### config.mk
export PLATFORM = sky130hd
export DESIGN_NAME = deque_with_keyed_delete
export DESIGN_NICKNAME = d
export VERILOG_FILES = /design/src/design/dqkd_pkg.sv /design/src/design/deque_with_keyed_delete.sv /design/src/design/dqkd_ram.sv
export SDC_FILE = /design/constraint.sdc
export NUM_CORES = 1
export LEC_CHECK = 0
export BUFFER_PORTS_ARGS = -buffer_cell sky130_fd_sc_hd__buf_2
export CAP_MARGIN = 20
export CORE_MARGIN = 2
export CORE_UTILIZATION = 60
export DETAILED_ROUTE_END_ITERATION = 10
export PLACE_DENSITY = 0.8
export SLEW_MARGIN = 30
export SYNTH_ARGS = -nofsm -noshare
export SYNTH_HDL_FRONTEND = slang
export SYNTH_SLANG_ARGS = --single-unit
### constraint.sdc
create_clock -name clock -period 9.5 [get_ports clock]
set_input_delay 1.9 -clock clock [delete_from_list [all_inputs] [get_ports clock]]
set_output_delay 1.9 -clock clock [all_outputs]
set_load 0.01 [all_outputs]
### src/design/dqkd_pkg.sv
// package for the keyed-delete deque: operation, status and sequencer codes
// and the fixed field widths
// no dependencies
package dqkd_pkg;

   localparam int KEY_W            = 32;
   localparam int OP_W             = 3;
   localparam int STATUS_W         = 2;
   localparam int COUNT_W          = 6;
   localparam int DEFAULT_CAPACITY = 32;

   typedef enum logic [OP_W-1:0] {
      OP_INSERT    = 3'd0,
      OP_DEL_KEY   = 3'd1,
      OP_DEL_FIRST = 3'd2,
      OP_DEL_LAST  = 3'd3,
      OP_DUMP      = 3'd4
   } op_type;

   typedef enum logic [STATUS_W-1:0] {
      STAT_OK      = 2'd0,
      STAT_FULL    = 2'd1,
      STAT_EMPTY   = 2'd2,
      STAT_MISSING = 2'd3
   } status_type;

   typedef enum logic [1:0] {
      ST_IDLE,
      ST_SEARCH,
      ST_SHIFT,
      ST_DUMP
   } state_type;

endpackage

### src/design/deque_with_keyed_delete.sv
// top level of the keyed-delete deque: circular entry store with a small
// sequencer that walks it one entry per cycle for search, shift and dump
// depends on dqkd_pkg and dqkd_ram
//
//   channel   ports                                   handshake
//   command   req_operation, req_key                  start && !busy
//   result    rsp_status, rsp_value, rsp_last,        rsp_valid, one cycle
//             rsp_count
//
// insert, delete-first, delete-last and a delete or dump on an empty list
// finish in idle, result on the following cycle, busy stays low.
// delete by key searches from the front to the match, then shifts each later
// entry one place toward the front to close the gap; a miss searches all entries.
// dump reads from the front, one result per cycle, rsp_last on the back entry.
// the single read port of the entry store sets the pace of every walk.
// reset is synchronous and empties the list; results cannot be stalled.
module deque_with_keyed_delete #(
   parameter int CAPACITY = dqkd_pkg::DEFAULT_CAPACITY
) (
   input  logic                           clock,
   input  logic                           reset,
   input  logic                           start,
   output logic                           busy,
   input  logic [dqkd_pkg::OP_W-1:0]      req_operation,
   input  logic [dqkd_pkg::KEY_W-1:0]     req_key,
   output logic                           rsp_valid,
   output logic [dqkd_pkg::STATUS_W-1:0]  rsp_status,
   output logic [dqkd_pkg::KEY_W-1:0]     rsp_value,
   output logic                           rsp_last,
   output logic [dqkd_pkg::COUNT_W-1:0]   rsp_count
);

   import dqkd_pkg::*;

   localparam int AW = $clog2(CAPACITY);
   localparam int CW = $clog2(CAPACITY + 1);
   localparam logic [AW-1:0] LAST_ADDR = AW'(CAPACITY - 1);
   localparam logic [CW-1:0] FULL_COUNT = CW'(CAPACITY);

   state_type            state_ff, state_in;
   logic [AW-1:0]        head_ff, head_in;
   logic [CW-1:0]        count_ff, count_in;
   logic [AW-1:0]        cur_ff, cur_in;
   logic [AW-1:0]        wr_ptr_ff, wr_ptr_in;
   logic [CW-1:0]        idx_ff, idx_in;
   logic [KEY_W-1:0]     key_ff, key_in;

   logic                 rsp_valid_ff, rsp_valid_in;
   logic [STATUS_W-1:0]  rsp_status_ff, rsp_status_in;
   logic [KEY_W-1:0]     rsp_value_ff, rsp_value_in;
   logic                 rsp_last_ff, rsp_last_in;
   logic [COUNT_W-1:0]   rsp_count_ff, rsp_count_in;

   logic                 mem_we;
   logic [AW-1:0]        mem_wr_addr;
   logic [KEY_W-1:0]     mem_wr_data;
   logic [AW-1:0]        mem_rd_addr;
   logic [KEY_W-1:0]     mem_rd_data;

   logic                 accept;
   logic                 is_empty;
   logic                 at_back;
   logic [AW-1:0]        cur_next;
   logic [AW-1:0]        head_dec;
   logic [AW-1:0]        head_inc;

   function automatic logic [AW-1:0] wrap_inc(input logic [AW-1:0] a);
      return (a == LAST_ADDR) ? '0 : AW'(a + 1'b1);
   endfunction

   dqkd_ram #(
      .DEPTH (CAPACITY),
      .WIDTH (KEY_W)
   ) u_ram (
      .clock   (clock),
      .wr_en   (mem_we),
      .wr_addr (mem_wr_addr),
      .wr_data (mem_wr_data),
      .rd_addr (mem_rd_addr),
      .rd_data (mem_rd_data)
   );

   assign accept   = start && (state_ff == ST_IDLE);
   assign is_empty = (count_ff == '0);
   // entry under the read data is the back of the list
   assign at_back  = (CW'(idx_ff + 1'b1) == count_ff);
   assign cur_next = wrap_inc(cur_ff);
   assign head_inc = wrap_inc(head_ff);
   assign head_dec = (head_ff == '0) ? LAST_ADDR : AW'(head_ff - 1'b1);

   always_ff @(posedge clock) begin
      if (reset) begin
         state_ff     <= ST_IDLE;
         head_ff      <= '0;
         count_ff     <= '0;
         rsp_valid_ff <= 1'b0;
      end else begin
         state_ff     <= state_in;
         head_ff      <= head_in;
         count_ff     <= count_in;
         rsp_valid_ff <= rsp_valid_in;
      end
   end

   always_ff @(posedge clock) begin
      cur_ff        <= cur_in;
      wr_ptr_ff     <= wr_ptr_in;
      idx_ff        <= idx_in;
      key_ff        <= key_in;
      rsp_status_ff <= rsp_status_in;
      rsp_value_ff  <= rsp_value_in;
      rsp_last_ff   <= rsp_last_in;
      rsp_count_ff  <= rsp_count_in;
   end

   always_comb begin
      state_in      = state_ff;
      head_in       = head_ff;
      count_in      = count_ff;
      cur_in        = cur_ff;
      wr_ptr_in     = wr_ptr_ff;
      idx_in        = idx_ff;
      key_in        = key_ff;
      rsp_valid_in  = 1'b0;
      rsp_status_in = STAT_OK;
      rsp_value_in  = '0;
      rsp_last_in   = 1'b1;
      rsp_count_in  = COUNT_W'(count_ff);
      mem_we        = 1'b0;
      mem_wr_addr   = wr_ptr_ff;
      mem_wr_data   = mem_rd_data;
      mem_rd_addr   = cur_next;

      unique case (state_ff)
         ST_IDLE: begin
            mem_rd_addr = head_ff;
            cur_in      = head_ff;
            idx_in      = '0;
            key_in      = req_key;
            if (accept) begin
               case (req_operation) inside
                  OP_INSERT: begin
                     rsp_valid_in = 1'b1;
                     if (count_ff == FULL_COUNT) begin
                        rsp_status_in = STAT_FULL;
                     end else begin
                        mem_we       = 1'b1;
                        mem_wr_addr  = head_dec;
                        mem_wr_data  = req_key;
                        head_in      = head_dec;
                        count_in     = CW'(count_ff + 1'b1);
                        rsp_count_in = COUNT_W'(count_in);
                     end
                  end
                  OP_DEL_FIRST, OP_DEL_LAST: begin
                     rsp_valid_in = 1'b1;
                     if (is_empty) begin
                        rsp_status_in = STAT_EMPTY;
                     end else begin
                        if (req_operation == OP_DEL_FIRST) begin
                           head_in = head_inc;
                        end
                        count_in     = CW'(count_ff - 1'b1);
                        rsp_count_in = COUNT_W'(count_in);
                     end
                  end
                  OP_DEL_KEY: begin
                     if (is_empty) begin
                        rsp_valid_in  = 1'b1;
                        rsp_status_in = STAT_EMPTY;
                     end else begin
                        state_in = ST_SEARCH;
                     end
                  end
                  OP_DUMP: begin
                     if (is_empty) begin
                        rsp_valid_in  = 1'b1;
                        rsp_status_in = STAT_EMPTY;
                     end else begin
                        state_in = ST_DUMP;
                     end
                  end
                  default: begin
                     // unused codes give no transaction
                  end
               endcase
            end
         end

         ST_SEARCH: begin
            cur_in = cur_next;
            idx_in = CW'(idx_ff + 1'b1);
            if (mem_rd_data == key_ff) begin
               if (at_back) begin
                  count_in      = CW'(count_ff - 1'b1);
                  rsp_valid_in  = 1'b1;
                  rsp_count_in  = COUNT_W'(count_in);
                  state_in      = ST_IDLE;
               end else begin
                  // close the gap: next read lands at the entry behind the match
                  wr_ptr_in = cur_ff;
                  state_in  = ST_SHIFT;
               end
            end else if (at_back) begin
               rsp_valid_in  = 1'b1;
               rsp_status_in = STAT_MISSING;
               state_in      = ST_IDLE;
            end
         end

         ST_SHIFT: begin
            mem_we    = 1'b1;
            wr_ptr_in = cur_ff;
            cur_in    = cur_next;
            idx_in    = CW'(idx_ff + 1'b1);
            if (at_back) begin
               count_in     = CW'(count_ff - 1'b1);
               rsp_valid_in = 1'b1;
               rsp_count_in = COUNT_W'(count_in);
               state_in     = ST_IDLE;
            end
         end

         ST_DUMP: begin
            cur_in       = cur_next;
            idx_in       = CW'(idx_ff + 1'b1);
            rsp_valid_in = 1'b1;
            rsp_value_in = mem_rd_data;
            rsp_last_in  = at_back;
            if (at_back) begin
               state_in = ST_IDLE;
            end
         end

         default: begin
            state_in = ST_IDLE;
         end
      endcase
   end

   assign busy       = (state_ff != ST_IDLE);
   assign rsp_valid  = rsp_valid_ff;
   assign rsp_status = rsp_status_ff;
   assign rsp_value  = rsp_value_ff;
   assign rsp_last   = rsp_last_ff;
   assign rsp_count  = rsp_count_ff;

   a_count_bounded: assert property (@(posedge clock) disable iff (reset)
      count_ff <= FULL_COUNT)
      else $error("entry count above capacity");

   a_partial_only_dump: assert property (@(posedge clock) disable iff (reset)
      rsp_valid_ff && !rsp_last_ff |-> $past(state_ff == ST_DUMP))
      else $error("non-final result outside a dump");

   a_partial_ok: assert property (@(posedge clock) disable iff (reset)
      rsp_valid_ff && !rsp_last_ff |-> rsp_status_ff == STAT_OK)
      else $error("non-final result with bad status");

   a_busy_cause: assert property (@(posedge clock) disable iff (reset)
      $rose(busy) |-> $past(req_operation == OP_DEL_KEY || req_operation == OP_DUMP))
      else $error("busy raised by a single-cycle command");

   a_shift_not_front: assert property (@(posedge clock) disable iff (reset)
      state_ff == ST_SHIFT |-> idx_ff != '0 && !is_empty)
      else $error("shift started at the front or on an empty list");

endmodule

### src/design/dqkd_ram.sv
// entry store for the keyed-delete deque: one write port, one read port,
// registered read data
// depends on dqkd_pkg for default sizes
module dqkd_ram #(
   parameter int DEPTH = dqkd_pkg::DEFAULT_CAPACITY,
   parameter int WIDTH = dqkd_pkg::KEY_W,
   localparam int AW   = $clog2(DEPTH)
) (
   input  logic             clock,
   input  logic             wr_en,
   input  logic [AW-1:0]    wr_addr,
   input  logic [WIDTH-1:0] wr_data,
   input  logic [AW-1:0]    rd_addr,
   output logic [WIDTH-1:0] rd_data
);

   logic [WIDTH-1:0] mem_ff [DEPTH];
   logic [WIDTH-1:0] rd_data_ff;

   always_ff @(posedge clock) begin
      if (wr_en) begin
         mem_ff[wr_addr] <= wr_data;
      end
   end

   always_ff @(posedge clock) begin
      rd_data_ff <= mem_ff[rd_addr];
   end

   assign rd_data = rd_data_ff;

endmodule

==> results of run 1 <==
## power groups by stage
stage | Combinational, mW | Clock (mW) | Sequential [mW]
5_1_grt | 1.21 | 4.58 | 5.94
2_1_floorplan | 0.678 | 0 | 6.00
4_1_cts | 1.11 | 4.38 | 5.94
3_5_place_dp | 1.10 | 0 | 6.05
3_3_place_gp | 1.07 | 0 | 6.05
6_report | 1.14 | 4.36 | 5.94
## cell usage in the layout, fill, tap and decap left out, types with 4 or more instances in the layout
cell type and instances:
nand4_1 4, a21o_1 34, o22ai_1 6, xor2_1 40
clkinv_2 19, clkbuf_1 23, nor3_1 7, nand3_1 271
buf_2 80, nor4_1 10, nand2b_1 4, or2_2 4
clkbuf_8 8, inv_6 4, nor3_2 32, a31oi_1 67
dfxtp_1 98, clkbuf_16 113, o31ai_1 5, a311oi_1 194
nand2_2 18, and2_1 33, buf_4 68, a211oi_1 34
nor2_1 21, and3_1 132, a21oi_1 51, inv_1 16
edfxtp_1 1061, bufinv_16 11, buf_12 6, ha_1 11
nand2_1 1138, nor2b_1 4, or3_1 5, xnor2_1 9
clkinv_1 20, o21ai_0 14
## worst max path at each step
stage,from,endpoint,cells after the start
2_1_floorplan,req_operation[1],u_ram.mem_ff[17][0],9
3_3_place_gp,req_operation[1],u_ram.mem_ff[20][13],9
3_5_place_dp,req_operation[1],u_ram.mem_ff[20][13],9
4_1_cts,state_ff[1],u_ram.mem_ff[20][13],11
5_1_grt,state_ff[1],u_ram.mem_ff[4][31],11
6_report,state_ff[1],u_ram.mem_ff[4][7],11
## final cells by class
cell class	count	area, µm²
Clock buffer	144	3020
Clock inverter	58	574
Fill cell	5043	24700
Inverter	18	91.3
Multi-Input combinational cell	2199	11600
Sequential cell	1159	33800
Tap cell	1030	1290
Timing Repair Buffer	154	1030
## registers in the layout (all words and copies together), names as in the netlist
register	cells
u_ram.mem_ff	1024
key_ff	32
rsp_value	32
u_ram.rd_data	32
count_ff	6
idx_ff	6
rsp_count	6
cur_ff	5
head_ff	5
wr_ptr_ff	5
rsp_status	2
state_ff	2
rsp_last	1
rsp_valid	1
## layer usage
metal  vias up  part of all wire
li1      13300                 -
met1     14900              0.36
met2      2120              0.47
met3       337              0.11
met4         2             0.054
met5         -           0.00010
## worst max-delay path, delay by kind of cell (launching register included)
family                     cells  cell delay, ps
buffers and inverters          4            1520
adders and majority gates      1             610
DFF                            1             340
and+or+nand+nor                5            1910
AOI/OAI and AO/OA              1             100
## metrics by stage
step	util	power [mW]	area (µm²)
final	0.676	11.4	51400
after global routing	0.676	11.7	51400
after CTS	0.675	11.4	51400
after floorplan	-	6.68	46200
after detailed placement	0.628	7.16	47800
after global placement	0.628	7.12	47700
## logic make-up (layout without fill, tap and decap cells)
logic type,count (synthesis),after routing,share of synthesized area
flops,1159,1159,0.732
compound gates,434,434,0.0711
mux,2,2,0.000704
xor+xnor,50,50,0.00977
simple gates,1701,1701,0.159
fa+ha+maj,12,12,0.00325
buf+inv,267,374,0.0242
==> results.sh, run 1 <==
export IMPL_clockBufferDepth=3
export IMPL_syn_to_final_growth_pct=11.2
export IMPL_die_x_um=282
export IMPL_layout_cells_non_filler=4762
export IMPL_worst_slew_pin_slew_ps=1030
export IMPL_finClkSkew_ps=30.0
export IMPL_crit_type="reg2reg"
export IMPL_grt_pass1_wl_mm=177
export IMPL_clock_sinks=1159
export IMPL_relSlewSlack=0.314
export IMPL_clkPwrFrac=0.381
export IMPL_yosysWarnings=0
export IMPL_grt_busiest_layer="met2"
export IMPL_hold_start="cur_ff[4]"
export IMPL_ant_nets=0
export IMPL_synth_seq_area_share=0.732
export IMPL_rr_startpoint="state_ff[1]"
export IMPL_reg2reg_slack_ps=4610
export IMPL_netSwitchingPower_mw=2.77
export IMPL_path_common_cell="buf_4"
export IMPL_rsz0062_at_grt="false"
export IMPL_min_to="wr_ptr_ff[4]"
export IMPL_grtUsageTotal=0.298
export IMPL_required_ps=9820
export IMPL_drt_iter0_drc=4586
export IMPL_ys_flop_type="edfxtp_1"
export IMPL_synth_most_common_cell="nand2_1"
export IMPL_leakage_nw=18.3
export IMPL_dp_cells=4560
export IMPL_min_path_cells=0
export IMPL_clk_pin_slew_ps=60
export IMPL_synth_commonest_cells="nand2_1, edfxtp_1, nand3_1"
export IMPL_htree_levels=3
export IMPL_core_mm2=0.0761
export IMPL_dp_slack_ps=3920
export IMPL_num_io_pins=81
export IMPL_avgSynthCellArea_um2=12.8
export IMPL_max_cap_violations=0
export IMPL_cp_max_fo=41
export IMPL_reg2reg_to="u_ram.mem_ff[4][7]"
export IMPL_io_buffers=80
export IMPL_viasPerCell=6.46
export IMPL_drive_gt1_frac=0.104
export IMPL_yosys_top_cells_area="edfxtp_1, nand2_1, dfxtp_1, a311oi_1, nand3_1"
export IMPL_finalCriticalPeriod_ps=4890
export IMPL_setup_viol=0
export IMPL_wl_mm=119
export IMPL_n_antenna_cell=0
export IMPL_seqPwrFrac=0.520
export IMPL_synth_top_cell_area_share=0.689
export IMPL_grt_pass1_vias=29400
export IMPL_rows=101
export IMPL_slew_viol_final=0
export IMPL_cts_setup_buffers=0
export IMPL_gp_congestion=0.893
export IMPL_syn_instance_count=3625
export IMPL_yosysTopAreaCell="edfxtp_1"
export IMPL_met1_usage=0.403
export IMPL_worstSkewPairLatency_ps=680
export IMPL_hpwl_mm=64.1
export IMPL_comb_power_share=0.099
export IMPL_synth_cell_area_mm2=0.0462
export IMPL_synthArstFlopShare=0
export IMPL_vdd_drop_max_v=0.000209
export IMPL_fmax_mhz=205
export IMPL_root_buffer="clkbuf_16"
export IMPL_p_per_area_mw_per_mm2=222
export IMPL_dr_pass1_iters=6
export IMPL_met3_usage=0.0514
export IMPL_period_share=0.514
export IMPL_grt_overflow=0
export IMPL_ys_types=70
export IMPL_grtUsageMet2=0.470
export IMPL_die_area_mm2=0.0793
export IMPL_syn_num_nets=3675
export IMPL_internal_power_mw=8.67
export IMPL_num_vias=30700
export IMPL_p_sw_frac=0.242
export IMPL_numCtsBuffers=109
export IMPL_ys_ff_latch=1159
export IMPL_critPathMaxStageDelay_ps=870
export IMPL_hp_class="reg2reg"
export IMPL_synth_edf_count=1061
export IMPL_r2r_cells=11
export IMPL_status="finished, final reports clean"
export IMPL_crit_slowest_cell="nor3_2"
export IMPL_cts_tree="built"
export IMPL_crit_arrival_ps=5210
export IMPL_antenna_found_initial=1
export IMPL_hold_viol_final=0
export IMPL_post_cts_resized=0
export IMPL_setup_slack_ps=4610
export IMPL_initial_core_util=0.608
export IMPL_path_cells="inv_1 > ha_2 > buf_4 > and2_1 > and3_2 > buf_4 > nand2_1 > o31ai_1 > nand2_1 > nor3_2 > buf_4"
export IMPL_whs_ps=457
export IMPL_post_route_drc_count=0
export IMPL_cp_start_kind="flip-flop"
export IMPL_grt_max_degree=211
export IMPL_die_h_um=282
export IMPL_wl_per_cell_um=24.9
export IMPL_tns_ps=0
export IMPL_postCtsHoldBufs=0
export IMPL_setup_worst_path_end_class="flip-flop"
export IMPL_finalNetCount=3691
No activity file was read; power rests on OpenSTA's default activity.
==> run 2: changes to the inputs <==
- CORE_UTILIZATION: 60 -> 56
- PLACE_DENSITY: 0.8 -> 0.78
- clock period: 9.5 -> 4.48 ns (I/O delays scaled with it)
==> results.sh, run 2 (synthesis gave the netlist of run 1 again) <==
export IMPL_postCtsHoldBufs=0
export IMPL_die_area_mm2=0.0849
export IMPL_rsz0062_at_grt="false"
export IMPL_dp_slack_ps=885
export IMPL_hold_start="req_key[3]"
export IMPL_fillers=5530
export IMPL_cts_tree="built"
export IMPL_cp_max_fo=19
export IMPL_grt_pass1_vias=29200
export IMPL_largest_register="u_ram.mem_ff"
export IMPL_antenna_found_initial=1
export IMPL_design_area_mm2=0.0523
export IMPL_viasPerCell=6.35
export IMPL_layout_common_cells="nand2_1, edfxtp_1, nand3_1"
export IMPL_setup_worst_path_start="count_ff[0]"
export IMPL_setup_worst_path_end_class="flip-flop"
export IMPL_hold_viol_final=0
export IMPL_ant_nets=0
export IMPL_drive_gt1_frac=0.114
export IMPL_dr_pass1_iters=9
export IMPL_num_vias=30900
export IMPL_wl_mm=121
export IMPL_reg2reg_slack_ps=760
export IMPL_num_io_pins=81
export IMPL_reg2reg_to="u_ram.mem_ff[1][28]"
export IMPL_wl_per_cell_um=24.9
export IMPL_rr_startpoint="count_ff[0]"
export IMPL_crit_arrival_ps=4030
export IMPL_whs_ps=398
export IMPL_required_ps=4790
export IMPL_setup_slack_ps=756
export IMPL_worst_slew_pin_slew_ps=1030
export IMPL_initial_core_util=0.565
export IMPL_grt_pass1_wl_mm=179
export IMPL_fmax_mhz=269
export IMPL_numCtsBuffers=110
export IMPL_hpwl_mm=65.1
export IMPL_root_buffer="clkbuf_16"
export IMPL_setup_viol=0
export IMPL_clk_pin_slew_ps=70
export IMPL_leakage_nw=18.7
export IMPL_rows=105
export IMPL_crit_type="reg2reg"
export IMPL_htree_levels=3
export IMPL_largest_register_ffs=1024
export IMPL_grt_max_degree=160
export IMPL_grtUsageTotal=0.279
export IMPL_clock_sinks=1159
export IMPL_post_cts_resized=0
export IMPL_placed_area_mm2=0.0487
export IMPL_cts_setup_buffers=0
export IMPL_finClkSkew_ps=28.0
export IMPL_io_buffers=80
export IMPL_finalCriticalPeriod_ps=3720
export IMPL_grt_overflow=0
export IMPL_drt_iter0_drc=4425
export IMPL_relSlewSlack=0.309
export IMPL_post_route_drc_count=0
export IMPL_die_h_um=291
export IMPL_core_mm2=0.0818
export IMPL_worstSkewPairLatency_ps=680
export IMPL_die_x_um=291
export IMPL_clockBufferDepth=3
export IMPL_cp_endpoint="u_ram.mem_ff[1][28]"
export IMPL_hp_class="in2reg"
export IMPL_p_per_area_mw_per_mm2=459
export IMPL_syn_to_final_growth_pct=13.1
export IMPL_final_common_cell="nand2_1"
export IMPL_finalNetCount=3747
export IMPL_max_cap_violations=0
export IMPL_cp_start_kind="flip-flop"
export IMPL_period_share=0.831
export IMPL_r2r_cells=10
export IMPL_gp_congestion=0.950
export IMPL_vdd_drop_max_v=0.000334
export IMPL_slew_viol_final=0
export IMPL_status="finished, final reports clean"
[run 2: metal layers]
layer	up-vias	part of all wire	track usage
met5	-	0.000091	0
met4	2	0.052	0.135
met1	15200	0.37	0.381
met2	1936	0.47	0.440
met3	303	0.10	0.0484
li1	13500	-	-
[run 2: area by class of cell]
class	instances	area, µm²	area share
well taps	1070	1340	0.0256
inverters	18	91.3	0.00175
repair buffers	209	1860	0.0355
clock buffers	168	3240	0.0619
flip-flops and latches	1159	33800	0.647
diodes	1	2.50	0.0000478
clock inverters	39	310	0.00593
multi-input cells	2199	11700	0.223
[run 2: how the worst min path moves through the flow]
stage,to,slack (ps),depth (start not counted)
3_3_place_gp,wr_ptr_ff[4],450,0
4_1_cts,key_ff[4],380,1
2_1_floorplan,wr_ptr_ff[4],410,0
6_report,key_ff[3],400,1
5_1_grt,key_ff[3],390,1
3_5_place_dp,wr_ptr_ff[4],440,0
[run 2: where the power goes]
| group | internal (mW) | switching [mW] | leakage [nW] | total, mW |
|---|---|---|---|---|
| Sequential | 12.4 | 0.199 | 10.4 | 12.6 |
| Clock | 5.20 | 3.89 | 1.73 | 9.08 |
| Combinational | 0.630 | 1.68 | 6.58 | 2.31 |
| Total | 18.3 | 5.76 | 18.7 | 24.0 |
[run 2: metrics by stage]
step,setup TNS [ps],instances,power (mW),util
floorplan,-460590,3625,14.2,-
global placement,0,4655,15.0,0.595
detailed placement,0,4655,15.1,0.595
CTS,0,4862,24.0,0.639
global route,0,4862,24.7,0.639
finish,0,4863,24.0,0.639
[run 2: critical path: stages (launching register included)]
cell	delay (ps)
dfxtp_1	370
inv_1	100
ha_1	300
nor4b_4	400
nand2_1	210
and3_2	430
nor2_1	210
a21o_1	140
nand2_1	430
nor3_4	300
buf_4	430
